File: src/rtl/ftt_pkg.sv
`timescale 1ns / 1ps
`default_nettype none
// ============================================================================
// ftt_pkg
// Shared types, constants and the TCP state step for the flow table tracker.
// ============================================================================
package ftt_pkg;

    // Default table depth
    localparam int TABLE_ENTRIES_DEF = 64;

    // Field widths
    localparam int ENDPOINT_W = 48;
    localparam int PROTO_W    = 8;
    localparam int PKT_CNT_W  = 32;
    localparam int BYTE_CNT_W = 48;
    localparam int TIME_W     = 32;
    localparam int LEN_W      = 16;
    localparam int FLAGS_W    = 4;
    localparam int OUT_IDX_W  = 6;
    localparam int OUT_EST_W  = 7;

    localparam logic [PROTO_W-1:0] PROTO_TCP = 8'd6;
    localparam int                 EST_SAT   = 127;

    // TCP flag bit positions
    localparam int FLAG_FIN = 0;
    localparam int FLAG_SYN = 1;
    localparam int FLAG_RST = 2;
    localparam int FLAG_ACK = 3;

    typedef enum logic [2:0] {
        TCP_NONE        = 3'd0,
        TCP_SYN_SENT    = 3'd1,
        TCP_SYN_ACK     = 3'd2,
        TCP_ESTABLISHED = 3'd3,
        TCP_CLOSING     = 3'd4,
        TCP_CLOSED      = 3'd5
    } tcp_state_t;

    typedef enum logic [1:0] {
        ST_IDLE,
        ST_SCAN,
        ST_UPDATE,
        ST_DROP
    } ftt_state_t;

    // One table row: key plus flow record
    typedef struct packed {
        logic [ENDPOINT_W-1:0] key_lo;
        logic [ENDPOINT_W-1:0] key_hi;
        logic [PROTO_W-1:0]    key_proto;
        logic [PKT_CNT_W-1:0]  pkt_cnt;
        logic [BYTE_CNT_W-1:0] byte_cnt;
        logic [TIME_W-1:0]     first_time;
        logic [TIME_W-1:0]     last_time;
        tcp_state_t            tcp_state;
    } entry_row_t;

    // Per-packet fields the record update needs
    typedef struct packed {
        logic [LEN_W-1:0]   len;
        logic [TIME_W-1:0]  ts;
        logic               is_tcp;
        logic [FLAGS_W-1:0] flags;
        logic [PROTO_W-1:0] proto;
    } pkt_info_t;

    // Established counter adjustment
    typedef struct packed {
        logic inc;
        logic dec;
    } est_delta_t;

    // Simplified TCP transition, first matching rule wins
    function automatic tcp_state_t step_state(input tcp_state_t cur,
                                              input logic [FLAGS_W-1:0] flags);
        tcp_state_t nxt;
        nxt = cur;
        priority if (flags[FLAG_RST])
            nxt = TCP_CLOSED;
        else if (flags[FLAG_SYN] && !flags[FLAG_ACK])
            nxt = TCP_SYN_SENT;
        else if (flags[FLAG_SYN] && flags[FLAG_ACK])
            nxt = TCP_SYN_ACK;
        else if (flags[FLAG_FIN])
            nxt = (cur == TCP_CLOSING) ? TCP_CLOSED : TCP_CLOSING;
        else if (flags[FLAG_ACK] && (cur == TCP_SYN_ACK || cur == TCP_SYN_SENT ||
                                     cur == TCP_NONE))
            nxt = TCP_ESTABLISHED;
        else if (cur == TCP_NONE)
            nxt = TCP_ESTABLISHED;
        else
            nxt = cur;
        return nxt;
    endfunction

endpackage
`default_nettype wire

File: src/rtl/ftt_flow_update.sv
`timescale 1ns / 1ps
`default_nettype none
// ============================================================================
// ftt_flow_update
// Record update: saturating counters, timestamps and the TCP state step.
// ============================================================================
module ftt_flow_update
    import ftt_pkg::*;
(
    input  entry_row_t base_row,
    input  pkt_info_t  info,
    input  wire        est_nonzero,
    output entry_row_t new_row,
    output est_delta_t est_delta
);

    logic [BYTE_CNT_W:0] byte_sum;
    tcp_state_t          stepped_state;
    logic                counted;

    assign byte_sum      = {1'b0, base_row.byte_cnt} + (BYTE_CNT_W + 1)'(info.len);
    assign stepped_state = info.is_tcp ? step_state(base_row.tcp_state, info.flags)
                                       : base_row.tcp_state;
    assign counted       = info.is_tcp && (base_row.key_proto == PROTO_TCP);

    // New record
    always_comb
    begin
        new_row           = base_row;
        new_row.pkt_cnt   = (&base_row.pkt_cnt) ? base_row.pkt_cnt
                                                : base_row.pkt_cnt + 1'b1;
        new_row.byte_cnt  = byte_sum[BYTE_CNT_W] ? {BYTE_CNT_W{1'b1}}
                                                 : byte_sum[BYTE_CNT_W-1:0];
        new_row.last_time = info.ts;
        new_row.tcp_state = stepped_state;
    end

    // Established transitions, only for protocol 6 flows
    always_comb
    begin
        est_delta.dec = counted && (base_row.tcp_state == TCP_ESTABLISHED) &&
                        (stepped_state != TCP_ESTABLISHED) && est_nonzero;
        est_delta.inc = counted && (base_row.tcp_state != TCP_ESTABLISHED) &&
                        (stepped_state == TCP_ESTABLISHED);
    end

endmodule
`default_nettype wire

File: config.mk
export PLATFORM = sky130hd
export DESIGN_NAME = ftt_flow_update
export DESIGN_NICKNAME = d
export VERILOG_FILES = /design/src/rtl/ftt_pkg.sv /design/src/rtl/ftt_flow_update.sv
export SDC_FILE = /design/constraint.sdc
export NUM_CORES = 1
export LEC_CHECK = 0
export CAP_MARGIN = 20
export CORE_AREA = 4 4 217 219
export DETAILED_ROUTE_END_ITERATION = 16
export DIE_AREA = 0 0 221 223
export DONT_BUFFER_PORTS = 1
export SLEW_MARGIN = 25
export SYNTH_ARGS = -nofsm -noshare
export SYNTH_HDL_FRONTEND = slang
export SYNTH_SLANG_ARGS = --single-unit
File: constraint.sdc
create_clock -name vclk -period 7.4
set_clock_uncertainty 0.05 [all_clocks]
set_input_delay 1.48 -clock vclk [all_inputs]
set_output_delay 1.48 -clock vclk [all_outputs]
set_load 0.1 [all_outputs]
### Yosys cells after proc, flatten, opt, wreduce, memory -nomap -nowiden

Cells that the tools add are included.

* bits in registers: 0
* bits in latches: 0
* bits in writable memories: 0
* bits in read-only memories: 0
* input port bits: 313
* output and inout bits: 253
* logic and storage cells: 34
* memories: 0

* add/sub/neg operators: 2
* multiply operators: 0
* div/mod/pow operators: 0
* $lt $le $gt $ge: 0
* equality and inequality tests: 8
* shift operators: 0
* mux-type cells: 10
* bitwise logic cells: 0
* reduce and logical (&&, ||, !) cells: 14

Operators by type and width (count)
* 48-bit by 16-bit adder with 49-bit output: 1
* 48-bit two-way mux: 1
* 32-bit by 1-bit adder with 32-bit output, second input constant: 1
* 32-bit two-way mux: 1
* 32-bit AND reduction: 1
* 3-bit two-way mux: 7
* 3-bit by 2-bit == test with 1-bit output, second input constant: 3
* 1-bit logical AND: 9
* 8-bit by 3-bit == test with 1-bit output, second input constant: 1
* 3-bit by 2-bit inequality test with 1-bit output, second input constant: 2
* 3-bit by 1-bit == test with 1-bit output, second input constant: 1
* 3-bit == test, second input constant: 1
* 3-bit logical NOT: 1
* 1-bit logical OR: 2
* 1-bit logical NOT: 1
* 1-bit two-way mux: 1

### Logic depth before layout (Yosys ltp)

Gate-level depths: netlist of run 1.

* depth after elaboration: 13
* depth in mapped cells: 10
* mapped depth without buffers: 9

### Worst setup path before layout of run 1

No wires, ideal clock.

* path kind: input-to-output
* from: input port base_row[2] (netlist bit)
* to: output port est_delta[1] (netlist bit)
* arrival: 5799 ps
* data required time: 5870 ps
* path slack: 71 ps
* stages: 6
* buffers on the path: 0
* cell sequence: inv_1 > a2bb2oi_1 > a21oi_1 > a21oi_1 > nand3b_1 > nor3b_1

RTL lines
* start: declaration: RTL line ftt_flow_update.sv:10 `input entry_row_t base_row,`
* end: declaration: RTL line ftt_flow_update.sv:14 `output est_delta_t est_delta`

==> run metrics, run 1 <==
status finished, final reports clean; Chip Width 221 um; area of the multi-input gates 2840 sq um; CP most frequent cell buf_4; post-synth top area cell buf_4; Initial Util 8.71%; Vias/cell 3.41; RSZ-0062 raised after global routing false; I/O pin count 566; Max Freq 0.167 GHz; drt first pass iters 4; syn nets 910; sequential share of the synthesized area 0%; final period utilization 81.2%; Clock Power Share 0%; leak pwr 1.40 nW; layout cells sized above 1 25.6%; Detailed Route WL 18900 um; Sw Ratio 83.2%; synthesized area 3930 sq um; hold buffers post-CTS 0; slew margin rel. 27.0%; setup violators final 0; # nets final 770; FF+latch area 0 sq um; GRT overflow 0; Placement Setup Slack 1.32 ns; Fin. Hold Viols 0; synth unique cells 58; Worst-Margin Slew 1.09 ns; Int Pwr 77.9 uW; Post-Syn Instances 579; CP startpoint kind input pin; Core Footprint 45100 sq um; total of fill cells in the finished design 5318; postcts setup bufs 0; vias 3539; CP Max Fanout 12; All-Layer GR Usage 7.07%; fin crit period 6.01 ns; Cell Chain, Critical Path ha_1 > fa_1 > a21o_1 > nand4_1 > a21oi_1 > nor3_2 > buf_4 > or3_1 > nand2_1 > mux2_1 > buf_4; syn avg cell area 6.78 sq um; Top delay family on crit path simple AND/OR/NAND/NOR gates; Seq pwr share 0%; sequential cells 0; area delta synth->final 0.574%; WS Path Type in -> out; Power Dens Cells 117 nW/um^2; commonest non-fill, non-tap cell in the layout nand2_1; crit path setup slack, layout 1.39 ns; routability cong. 0.909; CP max stage delay 0.54 ns; critical path's slowest cell or3_1; most frequent cells in the layout nand2_1 (73), buf_4 (37), nand3_1 (31), nor2_1 (29), xnor2_2 (20); count of input and output buffers 0; remaining antenna violation count after routing 0; Comb pwr share 100.0%; synth top area cells buf_4 (32%), nand2_1 (7.0%), xnor2_1 (6.5%); hold crit path type in -> out; vias in the first global route 3715; clkbuf count 0; Die Height 223 um; number of max-cap violations 0; CP Capture Type output port; global-route wire length before repair 26100 um; CP bufs+invs 2; diode count 0; Avg WL per Cell 18.3 um; num rows 78; worst vdd rail ir drop 0.0000838 V; Synth Warn # 0; Slew Viols, Final 0; Worst EP required 5.87 ns; share of the synthesized area in the top cell type 32.1%; Post-route DRC 0; largest net degree at the start of global routing 31; WP data arrival 4.48 ns; DPL Wire Length 16900 um; TNS Setup 0 ns; # resized after CTS 0; switching power total 386 uW; initial antenna violation count 1; 1st-iter DRT viols 196; Die ar. 49300 sq um
per-stage QoR:
stage               util, %  power, mW  instance area (sq um)  instances  hold slack [ns]
finish                 8.76      0.464                   3950       1037             2.91
global route           8.76      0.482                   3950       1037             2.91
CTS                    8.76      0.466                   3950       1037             2.91
detailed placement     8.76      0.465                   3950       1037             2.91
global placement       8.61      0.461                   3880       1037             2.91
floorplan                 -      0.823                   3930        579             3.12
layer usage:
layer	vias to the layer above	routed length, um	GRT usage [%]	share of wire [%]
met5	-	7	0	0.037
met3	92	3140	4.92	17
met2	361	8580	12.0	45
li1	1545	-	-	-
met1	1539	5750	6.02	30
met4	2	1470	4.45	7.7
power by group through the flow:
| stage | logic (mW) | registers [mW] | clock network (mW) |
|---|---|---|---|
| after detailed placement | 0.465 | 0 | 0 |
| after global placement | 0.461 | 0 | 0 |
| after global routing | 0.482 | 0 | 0 |
| final | 0.464 | 0 | 0 |
| after CTS | 0.466 | 0 | 0 |
| after floorplan | 0.823 | 0 | 0 |
path summary, 6_finish.rpt:
path / end / cells past startpoint / slack, ns / from
worst min-delay path: new_row[12] / 0 / 2.91 / info[22]
worst max-delay path: new_row[88] / 11 / 1.39 / base_row[67]
cell type report:
class / count / area share, %
inverters: 15 / 1.43
multi-input cells: 384 / 71.9
well taps: 600 / 19.0
repair buffers: 38 / 7.67
synth_stat cells, drive strengths merged, types with 2 or more instances:
cell type	instances
a2111oi	2
nand2	76
or2	2
inv	15
ha	17
a21boi	2
o2111ai	2
nor2b	2
buf	175
or4	2
nand3	32
or2b	2
nand4	17
xor2	17
o21a	4
a31oi	2
a21o	7
clkbuf	5
nor4b	2
nor3	13
and3	16
xnor2	29
and4	9
o211ai	4
a21oi	20
nor2	29
or3	9
and2	3
nand3b	2
mux2	19
nand2b	4
o21ai	20
nor4	7
a211oi	2
kinds of logic after synthesis:
family	share of synthesized area [%]
compound gates	11.8
simple gates	30.7
xor+xnor	10.3
buf+inv	35.6
mux	5.71
fa+ha+maj	5.93
No activity file was read; power rests on OpenSTA's default activity.
==> run 2, diff against run 1 <==
==> constraint.sdc (replaced) <==
create_clock -name vclk -period 5.7
set_clock_uncertainty 0.05 [all_clocks]
set_input_delay 1.14 -clock vclk [all_inputs]
set_output_delay 1.14 -clock vclk [all_outputs]
set_load 0.1 [all_outputs]
==> run metrics, run 2 (synthesized netlist as in run 1, its figures left out) <==
final period utilization 89.9%; initial antenna violation count 0; global-route wire length before repair 26000 um; Power Dens Cells 153 nW/um^2; drt first pass iters 4; I/O pin count 566; RSZ-0062 raised after global routing false; leak pwr 1.59 nW; slew margin rel. 26.4%; largest net degree at the start of global routing 31; GRT overflow 0; number of max-cap violations 0; vias 3682; Chip Width 221 um; Core Footprint 45100 sq um; TNS Setup 0 ns; # resized after CTS 0; layout cells sized above 1 31.3%; CP Max Fanout 30; 1st-iter DRT viols 165; worst vdd rail ir drop 0.000140 V; DPL Wire Length 16500 um; WP data arrival 3.94 ns; Detailed Route WL 18500 um; Fin. Hold Viols 0; area of the multi-input gates 2790 sq um; hold crit path type in -> out; total of fill cells in the finished design 5281; CP Capture Type output port; Max Freq 0.195 GHz; count of input and output buffers 0; vias in the first global route 3861; sequential cells 0; num rows 78; remaining antenna violation count after routing 0; most frequent cells in the layout nand2_1 (73), buf_4 (68), nand3_1 (30), nor2_1 (29), xnor2_2 (20); hold buffers post-CTS 0; area delta synth->final 7.65%; Avg WL per Cell 17.3 um; Initial Util 8.71%; Worst-Margin Slew 1.10 ns; FF+latch area 0 sq um; status finished, final reports clean; # nets final 806; diode count 0; Die Height 223 um; hold path depth 0; fin crit period 5.13 ns; routability cong. 0.889; WS Path Type in -> out; setup violators final 0; Post-route DRC 0; Hold Slack 2.23 ns; Die ar. 49300 sq um; Pwr Total 647 uW; commonest non-fill, non-tap cell in the layout nand2_1; Worst EP required 4.51 ns; All-Layer GR Usage 6.90%; clkbuf count 0; Slew Viols, Final 0; CP startpoint kind input pin; postcts setup bufs 0; Vias/cell 3.43
[run 2: metrics by stage]
stage / utilization [%] / setup WS (ns) / instance area [sq um] / std cells
after CTS: 9.37 / 0.537 / 4230 / 1073
after global placement: 9.34 / 0.572 / 4210 / 1073
after floorplan: - / -0.0303 / 3930 / 579
after detailed placement: 9.37 / 0.540 / 4230 / 1073
after global routing: 9.37 / 0.405 / 4230 / 1073
final: 9.37 / 0.575 / 4230 / 1073
[run 2: final timing paths]
| check | startpoint | endpoint | slack, ns |
|---|---|---|---|
| min | base_row[238] | new_row[238] | 2.23 |
| max | base_row[77] | new_row[113] | 0.57 |
[run 2: cell type report]
cell class	instances	share of cell area, %
Inverter	15	1.33
Timing Repair Buffer	74	14.9
Tap cell	600	17.8
Multi-Input combinational cell	384	66.0
[run 2: critical path: stages]
cell and delay, ns:
ha_1 0.43, and4_1 0.27, nand3_1 0.08, a21oi_1 0.22, nor3_1 0.11, buf_4 0.21
or4_4 0.77, nand2_1 0.14, mux2_2 0.54
[run 2: power breakdown]
part           switching, mW  total [mW]  internal (mW)
combinational          0.507       0.647          0.140
sequential                 0           0              0
clock                      0           0              0
total                  0.507       0.647          0.140
[run 2: metal layers]
| layer | vias up | part of all wire [%] | global-route usage [%] |
|---|---|---|---|
| li1 | 1618 | - | - |
| met5 | - | 0 | 0 |
| met3 | 84 | 16 | 4.08 |
| met2 | 316 | 46 | 11.9 |
| met4 | 0 | 5.5 | 3.18 |
| met1 | 1664 | 33 | 6.65 |
==> run 3, diff against run 2 <==
==> constraint.sdc (replaced) <==
create_clock -name vclk -period 5.8
set_clock_uncertainty 0.05 [all_clocks]
set_input_delay 1.16 -clock vclk [all_inputs]
set_output_delay 1.16 -clock vclk [all_outputs]
set_load 0.1 [all_outputs]
==> run metrics, run 3 (synthesized netlist as in run 1, its figures left out) <==
WP data arrival 4.02 ns; Worst-Margin Slew 1.10 ns; # resized after CTS 0; RSZ-0062 raised after global routing false; Seq pwr share 0%; leak pwr 1.58 nW; CP Max Fanout 6; 1st-iter DRT viols 214; Vias/cell 3.45; Pwr Total 633 uW; Hold Crit Start base_row[217]; Avg WL per Cell 17.2 um; FF+latch area 0 sq um; most frequent cells in the layout nand2_1 (73), buf_4 (67), nand3_1 (30), nor2_1 (29), xnor2_2 (20); global-route wire length before repair 25400 um; Int Pwr 136 uW; # nets final 804; WS Path Type in -> out; Post-route DRC 0; CP startpoint kind input pin; diode count 0; Die ar. 49300 sq um; Max Freq 0.191 GHz; Slew Viols, Final 0; Sw Ratio 78.6%; hold endpoint new_row[217]; DPL Wire Length 16400 um; hold crit path type in -> out; drt first pass iters 5; Chip Width 221 um; num rows 78; CP Capture Type output port; Fin. Hold Viols 0; fin crit period 5.23 ns; Initial Util 8.71%; postcts setup bufs 0; largest net degree at the start of global routing 31; number of max-cap violations 0; GRT overflow 0; worst vdd rail ir drop 0.000163 V; Die Height 223 um; I/O pin count 566; Detailed Route WL 18400 um; TNS Setup 0 ns; layout cells sized above 1 31.0%; status finished, final reports clean; vias 3698; initial antenna violation count 0; switching power total 498 uW; commonest non-fill, non-tap cell in the layout nand2_1; area delta synth->final 6.95%; setup violators final 0; final period utilization 90.2%; Core Footprint 45100 sq um; hold path depth 0; Clock Power Share 0%; count of input and output buffers 0; Comb pwr share 100.0%; sequential cells 0; hold buffers post-CTS 0; Worst EP required 4.59 ns; vias in the first global route 3758; routability cong. 0.891; clkbuf count 0; remaining antenna violation count after routing 0; Power Dens Cells 151 nW/um^2; slew margin rel. 26.6%; All-Layer GR Usage 6.78%
## run 3: cell count changes in the layout (fill, tap and decap cells not counted)
cell | previous run | this run
buf_4 | 68 | 67
buf_12 | 6 | 5
## run 3: worst max path at each step
stage                  from            to  slack [ns]  cells past startpoint
2_1_floorplan   base_row[2]  est_delta[1]        0.03                      6
3_3_place_gp   base_row[70]  new_row[108]        0.59                      8
3_5_place_dp   base_row[69]  new_row[108]        0.57                      8
4_1_cts        base_row[69]  new_row[108]        0.56                      8
5_1_grt        base_row[69]  new_row[106]        0.43                      8
6_report       base_row[70]  new_row[108]        0.57                      8
## run 3: power by group through the flow
| stage | registers [mW] | clock network (mW) | logic [mW] |
|---|---|---|---|
| floorplan | 0 | 0 | 1.05 |
| global placement | 0 | 0 | 0.629 |
| detailed placement | 0 | 0 | 0.634 |
| CTS | 0 | 0 | 0.635 |
| global route | 0 | 0 | 0.658 |
| finish | 0 | 0 | 0.633 |
## run 3: worst max-delay path, stage by stage
cell and delay (ns):
ha_1 0.32, o21ai_0 0.13, o21ai_0 0.32, nand3_1 0.21, a21oi_1 0.55, nor2_1 0.22
nor3_1 0.47, mux2_2 0.62
## run 3: area by class of cell
type / count / area [sq um]
repair buffers: 72 / 603
fillers: 5305 / 40900
inverters: 15 / 56.3
well taps: 600 / 751
multi-input cells: 384 / 2790
## run 3: per-layer routing
metal  wire length [um]  track usage [%]  up-vias
met5                  0                0        -
met4                820             2.58        0
li1                   -                -     1617
met1               6080             6.55     1671
met3               2940             3.96       78
met2               8610             12.0      332
## run 3: through the flow
step / cells / cell area (sq um) / utilization [%] / setup WS, ns / hold WS, ns
4_1_cts: 1071 / 4200 / 9.31 / 0.561 / 2.27
2_1_floorplan: 579 / 3930 / - / 0.0297 / 2.48
3_3_place_gp: 1071 / 4190 / 9.28 / 0.592 / 2.27
6_report: 1071 / 4200 / 9.31 / 0.566 / 2.27
5_1_grt: 1071 / 4200 / 9.31 / 0.431 / 2.27
3_5_place_dp: 1071 / 4200 / 9.31 / 0.571 / 2.27
